$ cat config.mk
export PLATFORM = sky130hd
export DESIGN_NAME = adjacency_matrix_dfs_top_flat
export DESIGN_NICKNAME = d
export VERILOG_FILES = /design/src/rtl/adm_pkg.sv /design/src/rtl/adm_in_if.sv /design/src/rtl/adm_out_if.sv /design/src/rtl/adm_cfg_if.sv /design/src/rtl/adm_graph_store.sv /design/src/rtl/adm_frame_stack.sv /design/src/rtl/adm_ctrl.sv /design/src/rtl/adjacency_matrix_dfs_top.sv /design/src/flat_wrapper.sv
export SDC_FILE = /design/constraint.sdc
export NUM_CORES = 1
export LEC_CHECK = 0
export BUFFER_PORTS_ARGS = -buffer_cell sky130_fd_sc_hd__buf_2
export CORE_MARGIN = 3
export CORE_UTILIZATION = 63
export DETAILED_ROUTE_END_ITERATION = 7
export PLACE_DENSITY = 0.83
export RECOVER_POWER = 100
export SYNTH_ARGS = -nofsm -noshare
export SYNTH_HDL_FRONTEND = slang
export SYNTH_SLANG_ARGS = --single-unit
$ cat constraint.sdc
create_clock -name clk_i -period 4.8 [get_ports clk_i]
set_input_delay 0.48 -clock clk_i [delete_from_list [all_inputs] [get_ports clk_i]]
set_output_delay 0.48 -clock clk_i [all_outputs]
set_load 0.05 [all_outputs]
$ cat src/rtl/adm_pkg.sv
`default_nettype none

package adm_pkg;

  // Default vertex capacity of the block.
  localparam int unsigned ADM_MAX_VERTICES = 16;

  // Field widths of the channels.
  localparam int unsigned OP_W       = 3;
  localparam int unsigned VIDX_W     = 4;
  localparam int unsigned LBL_W      = 8;
  localparam int unsigned VCNT_W     = 5;
  localparam int unsigned VIDX_LIMIT = 16;

  // One traversal produces at most this many visits.
  localparam int unsigned MAX_RESULTS = 16;
  localparam int unsigned NVIS_W      = $clog2(MAX_RESULTS + 1);

  localparam logic [VCNT_W-1:0] VCOUNT_RESET = VCNT_W'(16);

  localparam logic STATUS_OK    = 1'b0;
  localparam logic STATUS_RANGE = 1'b1;

  typedef enum logic [OP_W-1:0] {
    OP_SET_LABEL     = 3'd0,
    OP_ADD_EDGE      = 3'd1,
    OP_CLEAR_GRAPH   = 3'd2,
    OP_CLEAR_VISITED = 3'd3,
    OP_TRAVERSE      = 3'd4
  } adm_op_e;

  typedef enum logic [2:0] {
    ST_IDLE,
    ST_EDGE_A,
    ST_EDGE_B,
    ST_RESP,
    ST_VISIT,
    ST_SCAN,
    ST_POP,
    ST_FLUSH
  } adm_state_e;

  // Requests from the controller to the graph store.
  typedef struct packed {
    logic adj_re;
    logic adj_we;
    logic lbl_re;
    logic lbl_we;
    logic clear_adj;
  } gs_ctrl_t;

  // Requests from the controller to the frame stack.
  typedef struct packed {
    logic re;
    logic we;
  } stk_ctrl_t;

  // Number of vertices that can actually be stored: capped by the index width.
  function automatic int unsigned adm_used(input int unsigned max_v);
    int unsigned r;
    r = (max_v < VIDX_LIMIT) ? max_v : VIDX_LIMIT;
    return r;
  endfunction

endpackage

`default_nettype wire

$ cat src/rtl/adm_in_if.sv
`default_nettype none

interface adm_in_if;
  import adm_pkg::*;

  logic              valid;
  logic              ready;
  logic [OP_W-1:0]   operation;
  logic [VIDX_W-1:0] vertex_a;
  logic [VIDX_W-1:0] vertex_b;
  logic [LBL_W-1:0]  label;

  modport source (output valid, output operation, output vertex_a, output vertex_b,
                  output label, input ready);
  modport sink (input valid, input operation, input vertex_a, input vertex_b,
                input label, output ready);
endinterface

`default_nettype wire

$ cat src/rtl/adm_out_if.sv
`default_nettype none

interface adm_out_if;
  import adm_pkg::*;

  logic              valid;
  logic              ready;
  logic [VIDX_W-1:0] visit_index;
  logic [LBL_W-1:0]  visit_label;
  logic              status;
  logic              last;

  modport source (output valid, output visit_index, output visit_label, output status,
                  output last, input ready);
  modport sink (input valid, input visit_index, input visit_label, input status,
                input last, output ready);
endinterface

`default_nettype wire

$ cat src/rtl/adm_cfg_if.sv
`default_nettype none

interface adm_cfg_if;
  import adm_pkg::*;

  logic              valid;
  logic              ready;
  logic [VCNT_W-1:0] vertex_count;

  modport source (output valid, output vertex_count, input ready);
  modport sink (input valid, input vertex_count, output ready);
endinterface

`default_nettype wire

$ cat src/rtl/adm_graph_store.sv
`default_nettype none

module adm_graph_store #(
  parameter int unsigned MAX_VERTICES = adm_pkg::ADM_MAX_VERTICES,
  localparam int unsigned NV = adm_pkg::adm_used(MAX_VERTICES),
  localparam int unsigned IW = $clog2(NV)
) (
  input  wire logic                    clk_i,
  input  wire logic                    rst_ni,
  input  wire adm_pkg::gs_ctrl_t       ctrl_i,
  input  wire logic [IW-1:0]           adj_raddr_i,
  input  wire logic [IW-1:0]           adj_waddr_i,
  input  wire logic [NV-1:0]           adj_wdata_i,
  input  wire logic [IW-1:0]           lbl_raddr_i,
  input  wire logic [IW-1:0]           lbl_waddr_i,
  input  wire logic [adm_pkg::LBL_W-1:0] lbl_wdata_i,
  output logic [NV-1:0]                adj_rdata_o,
  output logic [adm_pkg::LBL_W-1:0]    lbl_rdata_o
);
  import adm_pkg::*;

  logic [NV-1:0]    adj_mem [NV];
  logic [LBL_W-1:0] lbl_mem [NV];

  // A row or label that was never written since reset (or since a graph clear,
  // for rows) reads as zero.
  logic [NV-1:0]    adj_vld_q;
  logic [NV-1:0]    lbl_vld_q;
  logic [NV-1:0]    adj_rd_q;
  logic             adj_rv_q;
  logic [LBL_W-1:0] lbl_rd_q;
  logic             lbl_rv_q;

  always_ff @(posedge clk_i) begin
    if (ctrl_i.adj_we) begin
      adj_mem[adj_waddr_i] <= adj_wdata_i;
    end
    if (ctrl_i.lbl_we) begin
      lbl_mem[lbl_waddr_i] <= lbl_wdata_i;
    end
    if (ctrl_i.adj_re) begin
      adj_rd_q <= adj_mem[adj_raddr_i];
      adj_rv_q <= adj_vld_q[adj_raddr_i];
    end
    if (ctrl_i.lbl_re) begin
      lbl_rd_q <= lbl_mem[lbl_raddr_i];
      lbl_rv_q <= lbl_vld_q[lbl_raddr_i];
    end
  end

  always_ff @(posedge clk_i or negedge rst_ni) begin
    if (!rst_ni) begin
      adj_vld_q <= '0;
      lbl_vld_q <= '0;
    end else begin
      if (ctrl_i.clear_adj) begin
        adj_vld_q <= '0;
      end else if (ctrl_i.adj_we) begin
        adj_vld_q[adj_waddr_i] <= 1'b1;
      end
      if (ctrl_i.lbl_we) begin
        lbl_vld_q[lbl_waddr_i] <= 1'b1;
      end
    end
  end

  assign adj_rdata_o = adj_rv_q ? adj_rd_q : '0;
  assign lbl_rdata_o = lbl_rv_q ? lbl_rd_q : '0;

endmodule

`default_nettype wire

$ cat src/rtl/adm_frame_stack.sv
`default_nettype none

module adm_frame_stack #(
  parameter int unsigned MAX_VERTICES = adm_pkg::ADM_MAX_VERTICES,
  localparam int unsigned NV = adm_pkg::adm_used(MAX_VERTICES),
  localparam int unsigned IW = $clog2(NV),
  localparam int unsigned PW = $clog2(NV + 1),
  localparam int unsigned FW = IW + PW + NV
) (
  input  wire logic               clk_i,
  input  wire adm_pkg::stk_ctrl_t ctrl_i,
  input  wire logic [IW-1:0]      waddr_i,
  input  wire logic [FW-1:0]      wdata_i,
  input  wire logic [IW-1:0]      raddr_i,
  output logic [FW-1:0]           rdata_o
);
  import adm_pkg::*;

  // Each entry holds a suspended frame: vertex, resume position and its row.
  logic [FW-1:0] mem [NV];
  logic [FW-1:0] rd_q;

  always_ff @(posedge clk_i) begin
    if (ctrl_i.we) begin
      mem[waddr_i] <= wdata_i;
    end
    if (ctrl_i.re) begin
      rd_q <= mem[raddr_i];
    end
  end

  assign rdata_o = rd_q;

endmodule

`default_nettype wire

$ cat src/rtl/adm_ctrl.sv
`default_nettype none

module adm_ctrl #(
  parameter int unsigned MAX_VERTICES = adm_pkg::ADM_MAX_VERTICES,
  localparam int unsigned NV = adm_pkg::adm_used(MAX_VERTICES),
  localparam int unsigned IW = $clog2(NV),
  localparam int unsigned PW = $clog2(NV + 1),
  localparam int unsigned FW = IW + PW + NV
) (
  input  wire logic                      clk_i,
  input  wire logic                      rst_ni,
  adm_in_if.sink                         in_i,
  adm_out_if.source                      out_o,
  adm_cfg_if.sink                        cfg_i,
  output adm_pkg::gs_ctrl_t              gs_ctrl_o,
  output logic [IW-1:0]                  adj_raddr_o,
  output logic [IW-1:0]                  adj_waddr_o,
  output logic [NV-1:0]                  adj_wdata_o,
  output logic [IW-1:0]                  lbl_raddr_o,
  output logic [IW-1:0]                  lbl_waddr_o,
  output logic [adm_pkg::LBL_W-1:0]      lbl_wdata_o,
  input  wire logic [NV-1:0]             adj_rdata_i,
  input  wire logic [adm_pkg::LBL_W-1:0] lbl_rdata_i,
  output adm_pkg::stk_ctrl_t             stk_ctrl_o,
  output logic [IW-1:0]                  stk_waddr_o,
  output logic [FW-1:0]                  stk_wdata_o,
  output logic [IW-1:0]                  stk_raddr_o,
  input  wire logic [FW-1:0]             stk_rdata_i
);
  import adm_pkg::*;

  adm_state_e state_q, state_d;

  logic [VCNT_W-1:0] vcount_q;
  logic [VCNT_W-1:0] cnt;
  logic [NV-1:0]     visited_q, visited_d;
  logic [PW-1:0]     depth_q, depth_d;
  logic [PW-1:0]     depth_m1, depth_m2;
  logic [NVIS_W-1:0] nvis_q, nvis_d;

  logic [IW-1:0]     va_q, va_d, vb_q, vb_d;
  logic              resp_status_q, resp_status_d;
  logic [IW-1:0]     top_v_q, top_v_d;
  logic [PW-1:0]     top_pos_q, top_pos_d;
  logic [NV-1:0]     top_row_q, top_row_d;

  logic              pend_vld_q, pend_vld_d;
  logic [IW-1:0]     pend_idx_q, pend_idx_d;
  logic [LBL_W-1:0]  pend_lbl_q, pend_lbl_d;

  logic              out_vld_q, out_vld_d;
  logic [VIDX_W-1:0] out_idx_q;
  logic [LBL_W-1:0]  out_lbl_q;
  logic              out_status_q;
  logic              out_last_q;
  logic              out_free;
  logic              out_ld;
  logic [VIDX_W-1:0] ld_idx;
  logic [LBL_W-1:0]  ld_lbl;
  logic              ld_status;
  logic              ld_last;

  logic              accept;
  logic [IW-1:0]     va_in, vb_in;
  logic              va_bad, vb_bad;
  logic [NV-1:0]     cand;
  logic              found;
  logic [IW-1:0]     j_sel;
  logic              can_push;

  // Effective vertex count, clamped to one up to the storage size.
  always_comb begin
    if (vcount_q == '0) begin
      cnt = VCNT_W'(1);
    end else if (vcount_q > VCNT_W'(NV)) begin
      cnt = VCNT_W'(NV);
    end else begin
      cnt = vcount_q;
    end
  end

  assign accept   = in_i.valid && in_i.ready;
  assign va_in    = in_i.vertex_a[IW-1:0];
  assign vb_in    = in_i.vertex_b[IW-1:0];
  assign va_bad   = {1'b0, in_i.vertex_a} >= cnt;
  assign vb_bad   = {1'b0, in_i.vertex_b} >= cnt;
  assign depth_m1 = depth_q - PW'(1);
  assign depth_m2 = depth_q - PW'(2);
  assign out_free = !out_vld_q || out_o.ready;

  // Neighbors of the top frame that are adjacent, unvisited, in range and
  // at or past the frame's resume position; the lowest one is taken next.
  always_comb begin
    for (int i = 0; i < NV; i++) begin
      cand[i] = top_row_q[i] && !visited_q[i] && (PW'(i) >= top_pos_q) &&
                (VCNT_W'(i) < cnt);
    end
    j_sel = '0;
    for (int i = NV - 1; i >= 0; i--) begin
      if (cand[i]) begin
        j_sel = IW'(i);
      end
    end
  end

  assign found    = |cand;
  assign can_push = found && (nvis_q < NVIS_W'(MAX_RESULTS)) && (depth_q < PW'(NV));

  always_comb begin
    state_d       = state_q;
    visited_d     = visited_q;
    depth_d       = depth_q;
    nvis_d        = nvis_q;
    va_d          = va_q;
    vb_d          = vb_q;
    resp_status_d = resp_status_q;
    top_v_d       = top_v_q;
    top_pos_d     = top_pos_q;
    top_row_d     = top_row_q;
    pend_vld_d    = pend_vld_q;
    pend_idx_d    = pend_idx_q;
    pend_lbl_d    = pend_lbl_q;
    gs_ctrl_o     = '0;
    stk_ctrl_o    = '0;
    adj_raddr_o   = '0;
    adj_waddr_o   = '0;
    adj_wdata_o   = '0;
    lbl_raddr_o   = '0;
    lbl_waddr_o   = '0;
    lbl_wdata_o   = '0;
    stk_waddr_o   = '0;
    stk_wdata_o   = '0;
    stk_raddr_o   = '0;
    out_ld        = 1'b0;
    ld_idx        = '0;
    ld_lbl        = '0;
    ld_status     = STATUS_OK;
    ld_last       = 1'b0;

    unique case (state_q)
      ST_IDLE: begin
        if (accept) begin
          va_d          = va_in;
          vb_d          = vb_in;
          resp_status_d = STATUS_OK;
          unique case (adm_op_e'(in_i.operation))
            OP_SET_LABEL: begin
              state_d = ST_RESP;
              if (va_bad) begin
                resp_status_d = STATUS_RANGE;
              end else begin
                gs_ctrl_o.lbl_we = 1'b1;
                lbl_waddr_o      = va_in;
                lbl_wdata_o      = in_i.label;
              end
            end
            OP_ADD_EDGE: begin
              if (va_bad || vb_bad) begin
                resp_status_d = STATUS_RANGE;
                state_d       = ST_RESP;
              end else begin
                gs_ctrl_o.adj_re = 1'b1;
                adj_raddr_o      = va_in;
                state_d          = ST_EDGE_A;
              end
            end
            OP_CLEAR_GRAPH: begin
              gs_ctrl_o.clear_adj = 1'b1;
              visited_d           = '0;
              state_d             = ST_RESP;
            end
            OP_CLEAR_VISITED: begin
              visited_d = '0;
              state_d   = ST_RESP;
            end
            OP_TRAVERSE: begin
              if (va_bad) begin
                resp_status_d = STATUS_RANGE;
                state_d       = ST_RESP;
              end else begin
                visited_d        = visited_q | (NV'(1) << va_in);
                gs_ctrl_o.adj_re = 1'b1;
                gs_ctrl_o.lbl_re = 1'b1;
                adj_raddr_o      = va_in;
                lbl_raddr_o      = va_in;
                top_v_d          = va_in;
                depth_d          = PW'(1);
                nvis_d           = '0;
                state_d          = ST_VISIT;
              end
            end
            default: begin
              state_d = ST_IDLE;
            end
          endcase
        end
      end

      ST_EDGE_A: begin
        gs_ctrl_o.adj_we = 1'b1;
        adj_waddr_o      = va_q;
        adj_wdata_o      = adj_rdata_i | (NV'(1) << vb_q);
        gs_ctrl_o.adj_re = 1'b1;
        adj_raddr_o      = vb_q;
        state_d          = ST_EDGE_B;
      end

      ST_EDGE_B: begin
        // When both ends are the same vertex the old row is read back, which
        // rewrites the same value as the first write.
        gs_ctrl_o.adj_we = 1'b1;
        adj_waddr_o      = vb_q;
        adj_wdata_o      = adj_rdata_i | (NV'(1) << va_q);
        state_d          = ST_RESP;
      end

      ST_RESP: begin
        if (out_free) begin
          out_ld    = 1'b1;
          ld_status = resp_status_q;
          ld_last   = 1'b1;
          state_d   = ST_IDLE;
        end
      end

      ST_VISIT: begin
        if (!pend_vld_q || out_free) begin
          if (pend_vld_q) begin
            out_ld = 1'b1;
            ld_idx = VIDX_W'(pend_idx_q);
            ld_lbl = pend_lbl_q;
          end
          pend_vld_d = 1'b1;
          pend_idx_d = top_v_q;
          pend_lbl_d = lbl_rdata_i;
          nvis_d     = nvis_q + NVIS_W'(1);
          top_row_d  = adj_rdata_i;
          top_pos_d  = '0;
          state_d    = ST_SCAN;
        end
      end

      ST_SCAN: begin
        if (can_push) begin
          stk_ctrl_o.we    = 1'b1;
          stk_waddr_o      = depth_m1[IW-1:0];
          stk_wdata_o      = {top_v_q, PW'(j_sel) + PW'(1), top_row_q};
          visited_d        = visited_q | (NV'(1) << j_sel);
          top_v_d          = j_sel;
          depth_d          = depth_q + PW'(1);
          gs_ctrl_o.adj_re = 1'b1;
          gs_ctrl_o.lbl_re = 1'b1;
          adj_raddr_o      = j_sel;
          lbl_raddr_o      = j_sel;
          state_d          = ST_VISIT;
        end else begin
          depth_d = depth_m1;
          if (depth_q == PW'(1)) begin
            state_d = ST_FLUSH;
          end else begin
            stk_ctrl_o.re = 1'b1;
            stk_raddr_o   = depth_m2[IW-1:0];
            state_d       = ST_POP;
          end
        end
      end

      ST_POP: begin
        {top_v_d, top_pos_d, top_row_d} = stk_rdata_i;
        state_d                         = ST_SCAN;
      end

      ST_FLUSH: begin
        if (out_free) begin
          out_ld     = 1'b1;
          ld_idx     = VIDX_W'(pend_idx_q);
          ld_lbl     = pend_lbl_q;
          ld_last    = 1'b1;
          pend_vld_d = 1'b0;
          state_d    = ST_IDLE;
        end
      end

      default: begin
        state_d = ST_IDLE;
      end
    endcase
  end

  assign out_vld_d = out_ld ? 1'b1 : (out_o.ready ? 1'b0 : out_vld_q);

  always_ff @(posedge clk_i or negedge rst_ni) begin
    if (!rst_ni) begin
      state_q    <= ST_IDLE;
      vcount_q   <= VCOUNT_RESET;
      visited_q  <= '0;
      depth_q    <= '0;
      nvis_q     <= '0;
      pend_vld_q <= 1'b0;
      out_vld_q  <= 1'b0;
    end else begin
      state_q    <= state_d;
      visited_q  <= visited_d;
      depth_q    <= depth_d;
      nvis_q     <= nvis_d;
      pend_vld_q <= pend_vld_d;
      out_vld_q  <= out_vld_d;
      if (cfg_i.valid && cfg_i.ready) begin
        vcount_q <= cfg_i.vertex_count;
      end
    end
  end

  always_ff @(posedge clk_i) begin
    va_q          <= va_d;
    vb_q          <= vb_d;
    resp_status_q <= resp_status_d;
    top_v_q       <= top_v_d;
    top_pos_q     <= top_pos_d;
    top_row_q     <= top_row_d;
    pend_idx_q    <= pend_idx_d;
    pend_lbl_q    <= pend_lbl_d;
    if (out_ld) begin
      out_idx_q    <= ld_idx;
      out_lbl_q    <= ld_lbl;
      out_status_q <= ld_status;
      out_last_q   <= ld_last;
    end
  end

  assign in_i.ready        = (state_q == ST_IDLE);
  assign cfg_i.ready       = 1'b1;
  assign out_o.valid       = out_vld_q;
  assign out_o.visit_index = out_idx_q;
  assign out_o.visit_label = out_lbl_q;
  assign out_o.status      = out_status_q;
  assign out_o.last        = out_last_q;

endmodule

`default_nettype wire

$ cat src/rtl/adjacency_matrix_dfs_top.sv
// Depth-first traversal engine over a small undirected graph.
//
// Channels: in_i takes command items (set label, add edge, clear graph, clear
// visited marks, traverse), out_o returns result items, and cfg_i writes the
// vertex count; all move an item when valid and ready are both high. cfg_i is
// always ready and must only be written while the block is idle.
// Every command except an unused operation code returns exactly one item with
// last set; a traversal returns one item per visited vertex in visit order,
// the final one with last. in_i is ready only while the controller is idle.
// A visit is a row/label read plus a scan, a backtrack is a scan plus a stack
// read; both wait on the registered reads of the memories. The next command
// can be taken once the last item of the one before is in the output register.
// A finished item waits in the output register; while out_o stalls, the
// controller holds as soon as it needs that register again.
// Reset empties the graph, zeroes labels and visited marks and sets the vertex
// count to 16; valid bits on rows and labels stand in for a clearing pass.
`default_nettype none

module adjacency_matrix_dfs_top #(
  parameter int unsigned MAX_VERTICES = adm_pkg::ADM_MAX_VERTICES
) (
  input  wire logic clk_i,
  input  wire logic rst_ni,
  adm_in_if.sink    in_i,
  adm_out_if.source out_o,
  adm_cfg_if.sink   cfg_i
);
  import adm_pkg::*;

  // Storage size is capped by the 4-bit vertex index.
  localparam int unsigned NV = adm_used(MAX_VERTICES);
  localparam int unsigned IW = $clog2(NV);
  localparam int unsigned PW = $clog2(NV + 1);
  localparam int unsigned FW = IW + PW + NV;

  gs_ctrl_t         gs_ctrl;
  stk_ctrl_t        stk_ctrl;
  logic [IW-1:0]    adj_raddr;
  logic [IW-1:0]    adj_waddr;
  logic [NV-1:0]    adj_wdata;
  logic [IW-1:0]    lbl_raddr;
  logic [IW-1:0]    lbl_waddr;
  logic [LBL_W-1:0] lbl_wdata;
  logic [NV-1:0]    adj_rdata;
  logic [LBL_W-1:0] lbl_rdata;
  logic [IW-1:0]    stk_waddr;
  logic [FW-1:0]    stk_wdata;
  logic [IW-1:0]    stk_raddr;
  logic [FW-1:0]    stk_rdata;

  // The controller sequences every command, holds the visited marks, the top
  // stack frame and the output register.
  adm_ctrl #(
    .MAX_VERTICES(MAX_VERTICES)
  ) u_ctrl (
    .clk_i       (clk_i),
    .rst_ni      (rst_ni),
    .in_i        (in_i),
    .out_o       (out_o),
    .cfg_i       (cfg_i),
    .gs_ctrl_o   (gs_ctrl),
    .adj_raddr_o (adj_raddr),
    .adj_waddr_o (adj_waddr),
    .adj_wdata_o (adj_wdata),
    .lbl_raddr_o (lbl_raddr),
    .lbl_waddr_o (lbl_waddr),
    .lbl_wdata_o (lbl_wdata),
    .adj_rdata_i (adj_rdata),
    .lbl_rdata_i (lbl_rdata),
    .stk_ctrl_o  (stk_ctrl),
    .stk_waddr_o (stk_waddr),
    .stk_wdata_o (stk_wdata),
    .stk_raddr_o (stk_raddr),
    .stk_rdata_i (stk_rdata)
  );

  // Adjacency rows and vertex labels, each a synchronous memory with a registered read.
  adm_graph_store #(
    .MAX_VERTICES(MAX_VERTICES)
  ) u_graph_store (
    .clk_i       (clk_i),
    .rst_ni      (rst_ni),
    .ctrl_i      (gs_ctrl),
    .adj_raddr_i (adj_raddr),
    .adj_waddr_i (adj_waddr),
    .adj_wdata_i (adj_wdata),
    .lbl_raddr_i (lbl_raddr),
    .lbl_waddr_i (lbl_waddr),
    .lbl_wdata_i (lbl_wdata),
    .adj_rdata_o (adj_rdata),
    .lbl_rdata_o (lbl_rdata)
  );

  // Suspended traversal frames below the top one.
  adm_frame_stack #(
    .MAX_VERTICES(MAX_VERTICES)
  ) u_frame_stack (
    .clk_i   (clk_i),
    .ctrl_i  (stk_ctrl),
    .waddr_i (stk_waddr),
    .wdata_i (stk_wdata),
    .raddr_i (stk_raddr),
    .rdata_o (stk_rdata)
  );

  // An out-of-range status item is always the only item of its command.
  assert property (@(posedge clk_i) disable iff (!rst_ni)
    out_o.valid && (out_o.status == STATUS_RANGE) |-> out_o.last)
    else $error("range error item without last");

  // Adjacency writes only happen inside an add-edge sequence, never while
  // the block is open for a new command.
  assert property (@(posedge clk_i) disable iff (!rst_ni)
    gs_ctrl.adj_we |-> !in_i.ready)
    else $error("adjacency write while idle");

  // Clearing the graph only happens on the cycle its command is accepted.
  assert property (@(posedge clk_i) disable iff (!rst_ni)
    gs_ctrl.clear_adj |-> in_i.valid && in_i.ready && !stk_ctrl.we)
    else $error("graph clear outside command acceptance");

  // The frame stack is never pushed and popped in the same cycle, and every push comes with an adjacency fetch.
  assert property (@(posedge clk_i) disable iff (!rst_ni)
    stk_ctrl.we |-> !stk_ctrl.re && gs_ctrl.adj_re)
    else $error("frame push without adjacency fetch");

endmodule

`default_nettype wire

$ cat src/flat_wrapper.sv
// flat-port wrapper written by rule: the top's interface ports become plain ports
module adjacency_matrix_dfs_top_flat import adm_pkg::*;
#(
  parameter int unsigned MAX_VERTICES = adm_pkg::ADM_MAX_VERTICES
)
  (clk_i, rst_ni, in_i_valid, in_i_operation, in_i_vertex_a, in_i_vertex_b, in_i_label, in_i_ready, out_o_valid, out_o_visit_index, out_o_visit_label, out_o_status, out_o_last, out_o_ready, cfg_i_valid, cfg_i_vertex_count, cfg_i_ready);
  adm_in_if in_i_i ();
  adm_out_if out_o_i ();
  adm_cfg_if cfg_i_i ();
  input  wire logic clk_i;
  input  wire logic rst_ni;
  input wire logic [$bits(in_i_i.valid)-1:0] in_i_valid;
  input wire logic [$bits(in_i_i.operation)-1:0] in_i_operation;
  input wire logic [$bits(in_i_i.vertex_a)-1:0] in_i_vertex_a;
  input wire logic [$bits(in_i_i.vertex_b)-1:0] in_i_vertex_b;
  input wire logic [$bits(in_i_i.label)-1:0] in_i_label;
  output wire logic [$bits(in_i_i.ready)-1:0] in_i_ready;
  output wire logic [$bits(out_o_i.valid)-1:0] out_o_valid;
  output wire logic [$bits(out_o_i.visit_index)-1:0] out_o_visit_index;
  output wire logic [$bits(out_o_i.visit_label)-1:0] out_o_visit_label;
  output wire logic [$bits(out_o_i.status)-1:0] out_o_status;
  output wire logic [$bits(out_o_i.last)-1:0] out_o_last;
  input wire logic [$bits(out_o_i.ready)-1:0] out_o_ready;
  input wire logic [$bits(cfg_i_i.valid)-1:0] cfg_i_valid;
  input wire logic [$bits(cfg_i_i.vertex_count)-1:0] cfg_i_vertex_count;
  output wire logic [$bits(cfg_i_i.ready)-1:0] cfg_i_ready;
  assign in_i_i.valid = in_i_valid;
  assign in_i_i.operation = in_i_operation;
  assign in_i_i.vertex_a = in_i_vertex_a;
  assign in_i_i.vertex_b = in_i_vertex_b;
  assign in_i_i.label = in_i_label;
  assign in_i_ready = in_i_i.ready;
  assign out_o_valid = out_o_i.valid;
  assign out_o_visit_index = out_o_i.visit_index;
  assign out_o_visit_label = out_o_i.visit_label;
  assign out_o_status = out_o_i.status;
  assign out_o_last = out_o_i.last;
  assign out_o_i.ready = out_o_ready;
  assign cfg_i_i.valid = cfg_i_valid;
  assign cfg_i_i.vertex_count = cfg_i_vertex_count;
  assign cfg_i_ready = cfg_i_i.ready;
  adjacency_matrix_dfs_top #(.MAX_VERTICES(MAX_VERTICES)) u_core (.clk_i(clk_i), .rst_ni(rst_ni), .in_i(in_i_i), .out_o(out_o_i), .cfg_i(cfg_i_i));
endmodule
==> reports/metrics.yaml <==
chipWidth_um: 258
cp.required_ns: 5.09
io_pins: 46
synth_edf_count: 895
die_area_sq_um: 66300
ys.flop_type: "edfxtp_1"
clk_latency_ns: 0.67
hold_viol_final: 0
place_congestion: 0.915
post_cts_resized: 0
fmax_mhz: 221
area_growth_syn_to_layout_pct: 10.6
cts_num_sinks: 963
postCtsSetupRepairBufs: 0
grt_use_total_pct: 30.5
dr.pass1.iters: 7
ys_types: 101
irDropWorstVdd_mv: 0.451
vias: 25972
layout_setup_ws_ns: 0.276
grt_start_max_net_pins: 97
numCtsBuffers: 92
r2r_cells: 9
tightestPinTransition_ns: 1.73
nets: 3070
synthesis.nets: 2992
clock_skew_ns: 0.0260
setup_viol: 0
cap_violations: 4
ys_ff_latch: 963
drt-total-wl_mm: 101
reg2reg_setup_slack_ns: 0.28
syn_area_sq_um: 39900
hp-start: "cfg_i_valid"
min_period_ns: 4.52
route.detailed.wl_per_inst_um: 25.8
place_hpwl_mm: 60.1
cp_data_arrival_time_ns: 4.81
syn_area_per_cell_sq_um: 13.6
grt_antenna_before_repair: 5
pwr_density_cell_nw_per_um2: 516
end_kind: "register"
htreeDepth: 3
placed_cell_area_sq_um: 41400
cts_buffer_depth: 3
cellLeakagePower_nw: 16.6
worst-path-max-fanout: 25
initial_core_util_pct: 64.1
cts_tree: "yes"
slew_viol_final: 94
netlist.area_leader.share_pct: 67.4
post-route-period-util_pct: 94.3
violations: "max-capacitance violations, max-slew violations"
outcome: "complete, but fails checks"
hp-class: "in -> reg"
core-area_sq_um: 62200
critPathLaunchType: "register"
drt_iter0_drc: 3802
grt_pass1_vias: 25785
core.rowCount: 91
synth_most_common_cell: "edfxtp_1"
place_ws_ns: 0.497
reg2reg_from: "u_core.u_ctrl.top_pos_q[4]"
drive_gt1_share_pct: 10.1
die_y_um: 258
p_total_mw: 22.7
root_buffer: "clkbuf_16"
vias_per_cell: 6.61
fin_hold_ws_ns: 0.0612
grt_pass1_wl_mm: 153
overflow: 0
synth_area_leaders: "edfxtp_1 67%, nand2_1 5.6%, dfrtp_1 4.2%"
path_clk_slew_ns: 0.07
final_design_area_no_fill_sq_um: 44100
hold_depth: 2
fin_setup_tns_ns: 0
synth_area_leader_cell: "edfxtp_1"
path_class: "reg -> reg"
timing.rr.end: "u_core.u_frame_stack.mem[10][11]"
drcViolationCount: 0
synth_common_cells: "895 x edfxtp_1, 598 x nand2_1, 215 x nand3_1"
ant_nets: 0
slew_headroom_pct: -15.5
hold_end: "u_core.u_ctrl.vcount_q[4]"
ys_warn_count: 0
io_buffers: 44
rsz0062_at_grt: "no"
ys_seq_area_share_pct: 71.7
synthesis.instances: 2942
synthArstFlopShare_pct: 7.06
==> metrics by stage <==
step	util, %	cells
final	70.9	3932
after global routing	70.9	3931
after floorplan	-	2942
after global placement	66.6	3762
after CTS	71.5	3931
after detailed placement	66.6	3762
==> worst max-delay path, cell delays in order, from the launching register on <==
cell       delay (ns)
edfxtp_1         0.56
or3_1            0.44
a2111oi_0        0.65
or2_2            0.30
nor3_4           0.08
a21oi_4          0.50
clkbuf_2         0.58
nand3_1          0.35
nor2_2           0.18
clkbuf_4         0.48
==> worst max-delay path by stage <==
| stage | from | endpoint | slack (ns) |
|---|---|---|---|
| after global placement | u_core.u_ctrl.vcount_q[1] | u_core.u_graph_store.lbl_rd_q[0] | 0.57 |
| after CTS | u_core.u_ctrl.vcount_q[4] | u_core.u_graph_store.adj_rd_q[2] | 0.47 |
| after global routing | u_core.u_ctrl.top_pos_q[4] | u_core.u_frame_stack.mem[13][14] | 0.09 |
| after detailed placement | u_core.u_ctrl.vcount_q[1] | u_core.u_graph_store.lbl_rd_q[0] | 0.50 |
| after floorplan | u_core.u_ctrl.vcount_q[1] | u_core.u_graph_store.lbl_mem[3][0] | 0.87 |
| final | u_core.u_ctrl.top_pos_q[4] | u_core.u_frame_stack.mem[10][11] | 0.28 |
==> cells in the final DEF (no fill, tap or decap), drive strengths merged, types with 55 or more instances in the layout <==
| master | netlist | layout |
|---|---|---|
| clkbuf | 66 | 198 |
| dfrtp | 67 | 67 |
| nand3 | 218 | 218 |
| buf | 103 | 60 |
| nor2 | 165 | 165 |
| o21ai | 95 | 95 |
| nand2 | 601 | 601 |
| a31oi | 78 | 78 |
| edfxtp | 895 | 895 |
| mux2i | 88 | 88 |
| a21oi | 55 | 55 |
==> routing by layer <==
metal	up-vias	track usage, %	share of wire (%)
met5	-	0	0.027
li1	11138	-	-
met4	4	14.1	4.7
met1	12603	39.4	35
met2	1845	50.6	49
met3	382	5.93	11
==> state kept, by name, indices dropped and copies added (netlist names), 16 cells and up <==
name / flops
u_core.u_graph_store.lbl_mem: 128
u_core.u_frame_stack.rdata_o: 25
u_core.u_graph_store.lbl_vld_q: 16
u_core.u_graph_store.adj_mem: 256
u_core.u_graph_store.adj_vld_q: 16
u_core.u_graph_store.adj_rd_q: 16
u_core.u_ctrl.top_row_q: 16
u_core.u_frame_stack.mem: 400
u_core.u_ctrl.visited_q: 16
==> area by class of cell <==
cell class                 count  area [sq um]
antenna                        1          2.50
clock buffer                 106          2390
clock inverter                62           628
fill                        4017         18100
inverter                      22          82.6
multi-input combinational   1788         10400
sequential                   963         28600
tap                          837          1050
timing repair buffer         153           973
==> where the power goes <==
part           internal (mW)  leakage, nW  switching (mW)
Sequential              10.4         10.3           0.495
Clock                   4.13         1.48            3.12
Combinational           1.24         4.87            3.36
==> cells by family (layout without fill, tap and decap cells) <==
family                     count (synthesis)  in the layout  synth area share (%)
DFF                                      963            963                  71.7
muxes                                    118            118                  3.73
adders and majority gates                 21             21                 0.659
AOI/OAI and AO/OA                        417            417                  7.34
xor gates and xnor gates                  10             10                 0.220
buffers and inverters                    191            343                  2.41
other                                      1              2               0.00941
and+or+nand+nor                         1221           1221                  13.9
==> repair_timing <==
item,in CTS,in global routing
setup endpoints to repair,0,0
endpoints found under the hold margin,18,0
hold buffers,1,0
(Power assumes the default switching activity.)
